--- src/hw/rtl/lfu_pkg.sv ---
// Shared constants, types and codes of the LFU cache table.
`default_nettype none
package lfu_pkg;

    localparam int CAPACITY_MAX = 16;
    localparam int IDX_W        = (CAPACITY_MAX > 1) ? $clog2(CAPACITY_MAX) : 1;
    localparam int OCC_W        = $clog2(CAPACITY_MAX + 1);
    localparam int CFG_W        = 5;
    localparam int KEY_W        = 32;
    localparam int DATA_W       = 32;
    localparam int CNT_W        = 32;
    localparam int STAMP_W      = 64;

    localparam logic [CFG_W-1:0]  CAP_RESET  = CFG_W'(16);
    localparam logic [DATA_W-1:0] MISS_VALUE = '1;
    localparam logic [DATA_W-1:0] PUT_VALUE  = '0;
    localparam logic [CNT_W-1:0]  CNT_MAX    = '1;
    localparam logic [CNT_W-1:0]  CNT_FIRST  = CNT_W'(1);

    typedef enum logic {
        OP_GET = 1'b0,
        OP_PUT = 1'b1
    } t_op;

    typedef enum logic [1:0] {
        ST_IDLE,
        ST_SCAN,
        ST_LAST,
        ST_FINISH
    } t_state;

    typedef struct packed {
        logic [KEY_W-1:0]   key;
        logic [DATA_W-1:0]  data;
        logic [CNT_W-1:0]   count;
        logic [STAMP_W-1:0] stamp;
    } t_entry;

    // entry under check in the scan pipeline
    typedef struct packed {
        logic             vld;
        logic [IDX_W-1:0] idx;
        logic             ent_vld;
    } t_chk;

    typedef struct packed {
        logic              hit;
        logic [IDX_W-1:0]  hit_idx;
        logic [DATA_W-1:0] hit_data;
        logic [CNT_W-1:0]  hit_count;
        logic              vic_vld;
        logic [IDX_W-1:0]  vic_idx;
        logic              free_vld;
        logic [IDX_W-1:0]  free_idx;
    } t_scan_stat;

endpackage
`default_nettype wire

--- src/hw/rtl/lfu_if.sv ---
// Request and response channel interfaces of the LFU cache table.
`default_nettype none
interface lfu_req_if;
    logic               valid;
    logic               ready;
    logic               opcode;
    logic signed [31:0] lookup_key;
    logic signed [31:0] store_value;

    modport source (output valid, output opcode, output lookup_key, output store_value,
                    input ready);
    modport sink (input valid, input opcode, input lookup_key, input store_value,
                  output ready);
endinterface

interface lfu_rsp_if;
    logic               valid;
    logic               ready;
    logic               found;
    logic signed [31:0] read_value;

    modport source (output valid, output found, output read_value, input ready);
    modport sink (input valid, input found, input read_value, output ready);
endinterface
`default_nettype wire

--- src/hw/rtl/lfu_ram.sv ---
// Simple dual-port synchronous RAM with registered read.
`default_nettype none
module lfu_ram #(
    parameter int WIDTH = 8,
    parameter int DEPTH = 16,
    localparam int AW   = (DEPTH > 1) ? $clog2(DEPTH) : 1
) (
    input  wire logic             i_clk,
    input  wire logic             i_we,
    input  wire logic [AW-1:0]    i_waddr,
    input  wire logic [WIDTH-1:0] i_wdata,
    input  wire logic             i_re,
    input  wire logic [AW-1:0]    i_raddr,
    output logic      [WIDTH-1:0] o_rdata
);

    logic [WIDTH-1:0] r_mem [DEPTH];

    always_ff @(posedge i_clk) begin
        if (i_we) begin
            r_mem[i_waddr] <= i_wdata;
        end
    end

    always_ff @(posedge i_clk) begin
        if (i_re) begin
            o_rdata <= r_mem[i_raddr];
        end
    end

endmodule
`default_nettype wire

--- src/hw/rtl/lfu_scan.sv ---
// Scan tracker: first key match, LFU/LRU victim and first free slot.
`default_nettype none
module lfu_scan (
    input  wire logic                      i_clk,
    input  wire logic                      i_rst_n,
    input  wire logic                      i_start,
    input  wire lfu_pkg::t_chk             i_chk,
    input  wire lfu_pkg::t_entry           i_entry,
    input  wire logic [lfu_pkg::KEY_W-1:0] i_key,
    output lfu_pkg::t_scan_stat            o_stat
);

    logic                          r_hit;
    logic [lfu_pkg::IDX_W-1:0]     r_hit_idx;
    logic [lfu_pkg::DATA_W-1:0]    r_hit_data;
    logic [lfu_pkg::CNT_W-1:0]     r_hit_count;
    logic                          r_vic_vld;
    logic [lfu_pkg::IDX_W-1:0]     r_vic_idx;
    logic [lfu_pkg::CNT_W-1:0]     r_vic_count;
    logic [lfu_pkg::STAMP_W-1:0]   r_vic_stamp;
    logic                          r_free_vld;
    logic [lfu_pkg::IDX_W-1:0]     r_free_idx;

    logic take_hit;
    logic take_vic;
    logic take_free;

    always_comb begin
        take_hit  = i_chk.vld && i_chk.ent_vld && !r_hit && (i_entry.key == i_key);
        // lower count wins, older stamp breaks a tie
        take_vic  = i_chk.vld && i_chk.ent_vld &&
                    (!r_vic_vld || (i_entry.count < r_vic_count) ||
                     ((i_entry.count == r_vic_count) && (i_entry.stamp < r_vic_stamp)));
        take_free = i_chk.vld && !i_chk.ent_vld && !r_free_vld;
    end

    always_ff @(posedge i_clk) begin
        if (!i_rst_n || i_start) begin
            r_hit      <= 1'b0;
            r_vic_vld  <= 1'b0;
            r_free_vld <= 1'b0;
        end else begin
            if (take_hit) begin
                r_hit <= 1'b1;
            end
            if (take_vic) begin
                r_vic_vld <= 1'b1;
            end
            if (take_free) begin
                r_free_vld <= 1'b1;
            end
        end
    end

    always_ff @(posedge i_clk) begin
        if (take_hit) begin
            r_hit_idx   <= i_chk.idx;
            r_hit_data  <= i_entry.data;
            r_hit_count <= i_entry.count;
        end
        if (take_vic) begin
            r_vic_idx   <= i_chk.idx;
            r_vic_count <= i_entry.count;
            r_vic_stamp <= i_entry.stamp;
        end
        if (take_free) begin
            r_free_idx <= i_chk.idx;
        end
    end

    always_comb begin
        o_stat.hit       = r_hit;
        o_stat.hit_idx   = r_hit_idx;
        o_stat.hit_data  = r_hit_data;
        o_stat.hit_count = r_hit_count;
        o_stat.vic_vld   = r_vic_vld;
        o_stat.vic_idx   = r_vic_idx;
        o_stat.free_vld  = r_free_vld;
        o_stat.free_idx  = r_free_idx;
    end

endmodule
`default_nettype wire

--- src/hw/rtl/lfu_cache_table.sv ---
// Top level of the LFU cache table with LRU tie-break.
//
//  channel   dir  handshake          payload
//  i_req     in   valid/ready        opcode, lookup_key, store_value
//  o_rsp     out  valid/ready        found, read_value
//  i_cfg     in   i_cfg_wr_en        i_cfg_wr_data (capacity_in_use)
//
// One word at a time: after accept, ST_SCAN reads every entry through the entry
// memory's single read port, ST_LAST takes the last read data and ST_FINISH does
// the write-back and loads the result. Reset clears valid bits, occupancy, the
// access clock and sets capacity to 16. A result waits in the output register;
// the next word is taken meanwhile and stalls in write-back while it is full.
`default_nettype none
module lfu_cache_table (
    input  wire logic                      i_clk,
    input  wire logic                      i_rst_n,
    lfu_req_if.sink                        i_req,
    lfu_rsp_if.source                      o_rsp,
    input  wire logic                      i_cfg_wr_en,
    input  wire logic [lfu_pkg::CFG_W-1:0] i_cfg_wr_data
);

    localparam int IDX_W = lfu_pkg::IDX_W;
    localparam int OCC_W = lfu_pkg::OCC_W;

    lfu_pkg::t_state                    r_state;
    lfu_pkg::t_state                    n_state;
    logic [lfu_pkg::CFG_W-1:0]          r_capacity;
    logic [lfu_pkg::CAPACITY_MAX-1:0]   r_valid;
    logic [OCC_W-1:0]                   r_occ;
    logic [lfu_pkg::STAMP_W-1:0]        r_clock;
    logic [IDX_W-1:0]                   r_addr;
    lfu_pkg::t_chk                      r_chk;
    lfu_pkg::t_op                       r_op;
    logic [lfu_pkg::KEY_W-1:0]          r_key;
    logic [lfu_pkg::DATA_W-1:0]         r_val;
    logic                               r_rsp_valid;
    logic                               r_found;
    logic [lfu_pkg::DATA_W-1:0]         r_value;

    lfu_pkg::t_entry                    rd_entry;
    lfu_pkg::t_entry                    wr_entry;
    lfu_pkg::t_scan_stat                stat;

    logic                               accept;
    logic                               rd_en;
    logic                               fin_go;
    logic                               ram_we;
    logic [IDX_W-1:0]                   wr_idx;
    logic                               set_valid;
    logic                               occ_inc;
    logic [OCC_W-1:0]                   cap;
    logic                               use_victim;
    logic                               n_found;
    logic [lfu_pkg::DATA_W-1:0]         n_value;

    assign i_req.ready = (r_state == lfu_pkg::ST_IDLE);
    assign accept      = i_req.valid && i_req.ready;
    assign o_rsp.valid      = r_rsp_valid;
    assign o_rsp.found      = r_found;
    assign o_rsp.read_value = r_value;

    always_comb begin
        if (32'(r_capacity) > 32'(lfu_pkg::CAPACITY_MAX)) begin
            cap = OCC_W'(lfu_pkg::CAPACITY_MAX);
        end else begin
            cap = OCC_W'(r_capacity);
        end
    end

    // state machine and write-back decision
    always_comb begin
        n_state    = r_state;
        rd_en      = 1'b0;
        fin_go     = 1'b0;
        ram_we     = 1'b0;
        wr_idx     = stat.hit_idx;
        set_valid  = 1'b0;
        occ_inc    = 1'b0;
        use_victim = (r_occ >= cap) && stat.vic_vld;
        n_found    = 1'b0;
        n_value    = lfu_pkg::PUT_VALUE;
        wr_entry.key   = r_key;
        wr_entry.data  = r_val;
        wr_entry.count = lfu_pkg::CNT_FIRST;
        wr_entry.stamp = r_clock;

        if (stat.hit) begin
            n_found = 1'b1;
            if (r_op == lfu_pkg::OP_GET) begin
                n_value       = stat.hit_data;
                wr_entry.data = stat.hit_data;
            end
            if (stat.hit_count != lfu_pkg::CNT_MAX) begin
                wr_entry.count = stat.hit_count + lfu_pkg::CNT_FIRST;
            end else begin
                wr_entry.count = stat.hit_count;
            end
        end else if (r_op == lfu_pkg::OP_GET) begin
            n_value = lfu_pkg::MISS_VALUE;
        end

        unique case (r_state)
            lfu_pkg::ST_IDLE: begin
                if (accept) begin
                    n_state = lfu_pkg::ST_SCAN;
                end
            end
            lfu_pkg::ST_SCAN: begin
                rd_en = 1'b1;
                if (r_addr == IDX_W'(lfu_pkg::CAPACITY_MAX - 1)) begin
                    n_state = lfu_pkg::ST_LAST;
                end
            end
            lfu_pkg::ST_LAST: begin
                n_state = lfu_pkg::ST_FINISH;
            end
            lfu_pkg::ST_FINISH: begin
                if (!r_rsp_valid || o_rsp.ready) begin
                    fin_go  = 1'b1;
                    n_state = lfu_pkg::ST_IDLE;
                    if (stat.hit) begin
                        ram_we = 1'b1;
                    end else if (r_op == lfu_pkg::OP_PUT && cap != '0) begin
                        if (use_victim) begin
                            ram_we    = 1'b1;
                            wr_idx    = stat.vic_idx;
                            set_valid = 1'b1;
                        end else if (stat.free_vld) begin
                            ram_we    = 1'b1;
                            wr_idx    = stat.free_idx;
                            set_valid = 1'b1;
                            occ_inc   = 1'b1;
                        end
                    end
                end
            end
            default: begin
                n_state = lfu_pkg::ST_IDLE;
            end
        endcase
    end

    always_ff @(posedge i_clk) begin
        if (!i_rst_n) begin
            r_state <= lfu_pkg::ST_IDLE;
        end else begin
            r_state <= n_state;
        end
    end

    always_ff @(posedge i_clk) begin
        if (!i_rst_n) begin
            r_capacity  <= lfu_pkg::CAP_RESET;
            r_valid     <= '0;
            r_occ       <= '0;
            r_clock     <= '0;
            r_addr      <= '0;
            r_chk       <= '0;
            r_rsp_valid <= 1'b0;
        end else begin
            if (i_cfg_wr_en) begin
                r_capacity <= i_cfg_wr_data;
            end
            if (accept) begin
                r_addr <= '0;
            end else if (rd_en) begin
                r_addr <= r_addr + IDX_W'(1);
            end
            r_chk.vld     <= rd_en;
            r_chk.idx     <= r_addr;
            r_chk.ent_vld <= r_valid[r_addr];
            if (set_valid) begin
                r_valid[wr_idx] <= 1'b1;
            end
            if (occ_inc) begin
                r_occ <= r_occ + OCC_W'(1);
            end
            if (ram_we) begin
                r_clock <= r_clock + lfu_pkg::STAMP_W'(1);
            end
            if (fin_go) begin
                r_rsp_valid <= 1'b1;
            end else if (o_rsp.ready) begin
                r_rsp_valid <= 1'b0;
            end
        end
    end

    always_ff @(posedge i_clk) begin
        if (accept) begin
            r_op  <= lfu_pkg::t_op'(i_req.opcode);
            r_key <= i_req.lookup_key;
            r_val <= i_req.store_value;
        end
        if (fin_go) begin
            r_found <= n_found;
            r_value <= n_value;
        end
    end

    lfu_ram #(
        .WIDTH ($bits(lfu_pkg::t_entry)),
        .DEPTH (lfu_pkg::CAPACITY_MAX)
    ) u_ram (
        .i_clk   (i_clk),
        .i_we    (ram_we),
        .i_waddr (wr_idx),
        .i_wdata (wr_entry),
        .i_re    (rd_en),
        .i_raddr (r_addr),
        .o_rdata (rd_entry)
    );

    lfu_scan u_scan (
        .i_clk   (i_clk),
        .i_rst_n (i_rst_n),
        .i_start (accept),
        .i_chk   (r_chk),
        .i_entry (rd_entry),
        .i_key   (r_key),
        .o_stat  (stat)
    );

    // occupancy tracks the valid bits
    a_occ_matches_valid: assert property (@(posedge i_clk) disable iff (!i_rst_n)
        $countones(r_valid) == int'(r_occ))
        else $error("occupancy differs from valid bit count");

    a_accept_starts_scan: assert property (@(posedge i_clk) disable iff (!i_rst_n)
        accept |=> (r_state == lfu_pkg::ST_SCAN) && (r_addr == '0))
        else $error("scan did not start at entry zero");

    a_rsp_from_finish: assert property (@(posedge i_clk) disable iff (!i_rst_n)
        $rose(r_rsp_valid) |-> $past(r_state) == lfu_pkg::ST_FINISH)
        else $error("response loaded outside write-back");

    a_hit_is_valid: assert property (@(posedge i_clk) disable iff (!i_rst_n)
        (r_state == lfu_pkg::ST_FINISH) && stat.hit |-> r_valid[stat.hit_idx])
        else $error("hit on an invalid entry");

    a_victim_only_when_full: assert property (@(posedge i_clk) disable iff (!i_rst_n)
        set_valid && !occ_inc |-> r_valid[wr_idx] && (r_occ >= cap))
        else $error("eviction without a full table");

endmodule
`default_nettype wire

--- src/flat_wrapper.sv ---
// flat-port wrapper written by rule: the top's interface ports become plain ports
module lfu_cache_table_flat 
  (i_clk, i_rst_n, i_cfg_wr_en, i_cfg_wr_data, i_req_valid, i_req_opcode, i_req_lookup_key, i_req_store_value, i_req_ready, o_rsp_valid, o_rsp_found, o_rsp_read_value, o_rsp_ready);
  lfu_req_if i_req_i ();
  lfu_rsp_if o_rsp_i ();
  input  wire logic i_clk;
  input  wire logic i_rst_n;
  input  wire logic i_cfg_wr_en;
  input  wire logic [lfu_pkg::CFG_W-1:0] i_cfg_wr_data;
  input wire logic [$bits(i_req_i.valid)-1:0] i_req_valid;
  input wire logic [$bits(i_req_i.opcode)-1:0] i_req_opcode;
  input wire logic [$bits(i_req_i.lookup_key)-1:0] i_req_lookup_key;
  input wire logic [$bits(i_req_i.store_value)-1:0] i_req_store_value;
  output wire logic [$bits(i_req_i.ready)-1:0] i_req_ready;
  output wire logic [$bits(o_rsp_i.valid)-1:0] o_rsp_valid;
  output wire logic [$bits(o_rsp_i.found)-1:0] o_rsp_found;
  output wire logic [$bits(o_rsp_i.read_value)-1:0] o_rsp_read_value;
  input wire logic [$bits(o_rsp_i.ready)-1:0] o_rsp_ready;
  assign i_req_i.valid = i_req_valid;
  assign i_req_i.opcode = i_req_opcode;
  assign i_req_i.lookup_key = i_req_lookup_key;
  assign i_req_i.store_value = i_req_store_value;
  assign i_req_ready = i_req_i.ready;
  assign o_rsp_valid = o_rsp_i.valid;
  assign o_rsp_found = o_rsp_i.found;
  assign o_rsp_read_value = o_rsp_i.read_value;
  assign o_rsp_i.ready = o_rsp_ready;
  lfu_cache_table u_core (.i_clk(i_clk), .i_rst_n(i_rst_n), .i_req(i_req_i), .o_rsp(o_rsp_i), .i_cfg_wr_en(i_cfg_wr_en), .i_cfg_wr_data(i_cfg_wr_data));
endmodule
--- config.mk ---
export PLATFORM = sky130hd
export DESIGN_NAME = lfu_cache_table_flat
export DESIGN_NICKNAME = d
export VERILOG_FILES = /design/src/hw/rtl/lfu_pkg.sv /design/src/hw/rtl/lfu_if.sv /design/src/hw/rtl/lfu_ram.sv /design/src/hw/rtl/lfu_scan.sv /design/src/hw/rtl/lfu_cache_table.sv /design/src/flat_wrapper.sv
export SDC_FILE = /design/constraint.sdc
export NUM_CORES = 2
export LEC_CHECK = 0
export BUFFER_PORTS_ARGS = -buffer_cell sky130_fd_sc_hd__buf_2
export CORE_UTILIZATION = 40
export CTS_CLUSTER_DIAMETER = 150
export DETAILED_ROUTE_END_ITERATION = 7
export GPL_TIMING_DRIVEN = 0
export PLACE_DENSITY = 0.65
export SYNTH_ARGS = -nofsm -noshare
export SYNTH_HDL_FRONTEND = slang
export SYNTH_SLANG_ARGS = --single-unit
--- constraint.sdc ---
create_clock -name i_clk -period 16.4 [get_ports i_clk]
set_input_delay 3.28 -clock i_clk [delete_from_list [all_inputs] [get_ports i_clk]]
set_output_delay 3.28 -clock i_clk [all_outputs]
set_load 0.05 [all_outputs]
==> metrics.md <==
| Metric | Value |
|---|---|
| Critical path class | `in2reg` |
| GRT overflow | `0` |
| Yosys top cell by area | `edfxtp_1` |
| Max Cap Viol | `0` |
| Clk root buf | `clkbuf_16` |
| Number of enable flip-flop cells after synthesis | `2990` |
| Clock buffer count from CTS | `298` |
| Actual slew at the worst max-slew pin | `1490 ps` |
| Most frequent cells after synthesis | `edfxtp_1 (2990), mux4_2 (805), clkbuf_1 (177)` |
| Vias in the first global route | `59000` |
| P&R area growth vs syn | `16.6%` |
| Post-Syn Area per Cell | `22.5 um^2` |
| DRT antenna net count | `0` |
| Final setup viols | `0` |
| CP max stage cell | `nor3_2` |
| Routability cong. | `0.775` |
| Post-Syn Area | `0.118 mm^2` |
| Max FO, Critical Path | `10` |
| Yosys Warn Count | `0` |
| Inst Count DP | `9612` |
| Initial Util | `0.404` |
| Core Region | `0.292 mm^2` |
| CTS tree | `done` |
| Switch share | `0.236` |
| Drt first pass iters | `5` |
| Worst hold path class | `reg2reg` |
| CP Launch Type | `input pin` |
| Clock power share | `0.380` |
| Count leader, synth | `edfxtp_1` |
| VDD IR max | `0.122 mV` |
| Async set-reset flop share out of synthesis | `0` |
| Delay of the slowest critical-path stage | `870 ps` |
| Residual DRC | `0` |
| Largest net degree at the start of global routing | `47` |
| Die span in y | `545 um` |
| CTS hold repair buffers | `0` |
| Postcts setup bufs | `0` |
| Clk_lat worst skew | `870 ps` |
| Cells after synthesis | `5242` |
| Global Route met2 Usage | `0.337` |
| Fmax | `137 MHz` |
| Post-route clock period utilization | `0.445` |
| PostCTS Resize Cnt | `0` |
| GRT Max-Usage Layer | `met2` |
| Final Net Count | `6200` |
| Vias | `57200` |
| DR WL/cell | `28.6 um` |
| P_int | `0.0136 W` |
| Clk buf depth | `4` |
| Row cnt | `198` |
| Critical path's top delay family | `buffers and inverters` |
| Post-route insts no fill | `10100` |
| Status | `finished, final reports clean` |
| CP Data Required Time | `16940 ps` |
| Crit path buffers/inverters | `9` |
| Synth top area share | `0.761` |
| GRT Total Usage | `0.195` |
| Power Dens Cells | `129 mW/mm^2` |
| Die Width | `545 um` |
| Hold_ws | `416 ps` |
| WL final | `290 mm` |
| DR iter-0 viols | `6940` |
| Seq pwr share | `0.517` |
| RSZ-0062 raised after global routing | `false` |
| Crit. End Element | `register` |
| Slew margin rel. | `0.00730` |
| Cell Chain, Critical Path | `buf_2 -> nor2b_1 -> nand2b_1 -> clkbuf_1 -> nor3b_1 -> clkbuf_1 -> a2bb2oi_1 -> nand2_1 -> nor3_2 -> buf_6 -> buf_6 -> buf_4 -> buf_6 -> buf_6 -> buf_6` |
| Synth Register Bits | `3096` |
| GR Layer Usage met3 | `0.0296` |
| CP dominant cell by count | `buf_6` |
| Initial antenna violation count | `6` |
| Sequential fraction of the synthesis area | `0.779` |
| Share of post-route cells with drive strength above 1 | `0.279` |
| Dominant synthesized flop cell | `edfxtp_1` |
| Synth cell types | `63` |
| Psw | `0.00420 W` |
| Post-layout min period | `7290 ps` |
| Final Max Slew Viols | `0` |
| Hold Fails Final Rpt | `0` |
| Port-buffer cells | `108` |
| Top cells by area, synth | `edfxtp_1 (76%), mux4_2 (15%), dfxtp_1 (1.8%)` |
| Logic pwr share | `0.103` |
| Boundary pin count | `110` |
| DP HPWL | `188 mm` |
| Routed vias/inst | `5.64` |
| First-pass GRT wire length | `415 mm` |
| Syn nets | `5425` |
| Die area | `0.297 mm^2` |
| CP arrival | `7830 ps` |
| Leak | `41.1 nW` |
| Met1 global-route usage | `0.252` |
| Clock sinks | `3096` |
| Clock H-tree levels | `5` |
| Skew final | `47.8 ps` |
| Clock transition at path regs | `60 ps` |
worst paths after layout:
path | from | endpoint | slack (ps) | cells after the start
setup / recovery | o_rsp_ready | u_core.u_ram.r_mem[14][106]$_DFFE_PP_ | 9110 | 15
hold / removal | u_core.u_ram.o_rdata[111]$_DFFE_PP_ | u_core.u_scan.r_hit_data[15]$_DFFE_PP_ | 420 | 0
setup reg to reg | u_core.r_op$_DFFE_PP_ | u_core.u_ram.r_mem[14][106]$_DFFE_PP_ | 11080 | 14
hold reg to reg | u_core.u_ram.o_rdata[111]$_DFFE_PP_ | u_core.u_scan.r_hit_data[15]$_DFFE_PP_ | 420 | 0
logic make-up after synthesis:
group                    after synthesis  synth area share
adder cells (fa/ha/maj)              108            0.0115
buffers and inverters                382            0.0122
XOR/XNOR                              89           0.00661
flip-flops                          3096             0.779
AO/OA/AOI/OAI                        263            0.0134
AND/OR/NAND/NOR                      489            0.0222
multiplexers                         815             0.155
power groups by stage:
| stage | combinational [W] | sequential (W) | clock, W |
|---|---|---|---|
| after floorplan | 0.00116 | 0.00934 | 0 |
| after CTS | 0.00187 | 0.00919 | 0.00685 |
| after global placement | 0.00179 | 0.00943 | 0 |
| after detailed placement | 0.00187 | 0.00935 | 0 |
| after global routing | 0.00196 | 0.00921 | 0.00713 |
| final | 0.00184 | 0.00919 | 0.00676 |
worst register-to-register path: stages, from the launching register on:
cell and delay, ps:
edfxtp_1 340, clkbuf_2 640, a21boi_0 390, nor3b_1 340
and2_1 180, clkbuf_1 250, a2bb2oi_1 370, nand2_1 350
nor3_2 870, buf_6 280, buf_6 180, buf_4 220
buf_6 200, buf_6 190, buf_6 190
state kept, by name (all words and copies together), names as in the netlist, 2 cells and up:
register and flops:
u_core.u_scan.r_hit_count 32, u_core.r_state 2, u_core.r_occ 5, u_core.u_scan.r_hit_idx 4, u_core.u_ram.o_rdata 160, u_core.u_scan.r_vic_idx 4, u_core.r_val 32, u_core.r_key 32
u_core.u_scan.r_free_idx 4, u_core.u_ram.r_mem 2560, u_core.r_clock 64, u_core.r_chk 6, u_core.r_valid 16, u_core.o_rsp.read_value 32, u_core.r_capacity 5, u_core.u_scan.r_vic_stamp 64
u_core.u_scan.r_hit_data 32, u_core.u_scan.r_vic_count 32, u_core.r_addr 4
layer usage:
layer	wire, um	vias to the layer above	share of wire
met3	21300	513	0.073
met2	147000	2526	0.51
met4	9960	2	0.034
met1	111000	30600	0.38
met5	13	-	0.000045
li1	-	23600	-
metrics by stage:
stage | utilization | setup WS, ps | total power [W] | TNS [ps] | cell area, um^2
floorplan | - | -62.0 | 0.0105 | -73880 | 118000
global placement | 0.422 | -17930 | 0.0112 | - | 123000
detailed placement | 0.438 | 8380 | 0.0112 | 0 | 128000
CTS | 0.471 | 9280 | 0.0179 | 0 | 137000
global route | 0.471 | 8970 | 0.0183 | 0 | 137000
finish | 0.471 | 9110 | 0.0178 | 0 | 137000
cell type report:
| type | instances | area, um^2 |
|---|---|---|
| fill | 23600 | 155000 |
| sequential | 3096 | 91900 |
| multi-input combinational | 1764 | 24700 |
| clock buffer | 368 | 7890 |
| timing repair buffer | 475 | 5110 |
| tap | 3900 | 4880 |
| clock inverter | 160 | 1550 |
| buffer | 230 | 895 |
| inverter | 152 | 571 |
| antenna | 1 | 2.50 |
layout by cell type (no fill, tap or decap), types with 43 or more instances in the layout:
master / count
xnor2_1: 45
dfxtp_1: 106
nor2_1: 69
inv_1: 152
buf_6: 249
clkbuf_16: 304
a21oi_1: 90
xor2_1: 44
nand2_1: 117
ha_1: 107
buf_1: 51
buf_4: 43
o21ai_0: 45
nand4_1: 63
buf_2: 109
edfxtp_1: 2990
mux4_2: 805
clkbuf_1: 221
clkinv_2: 50
clkinv_1: 53
Note: power is estimated with default switching activity, not from simulation.
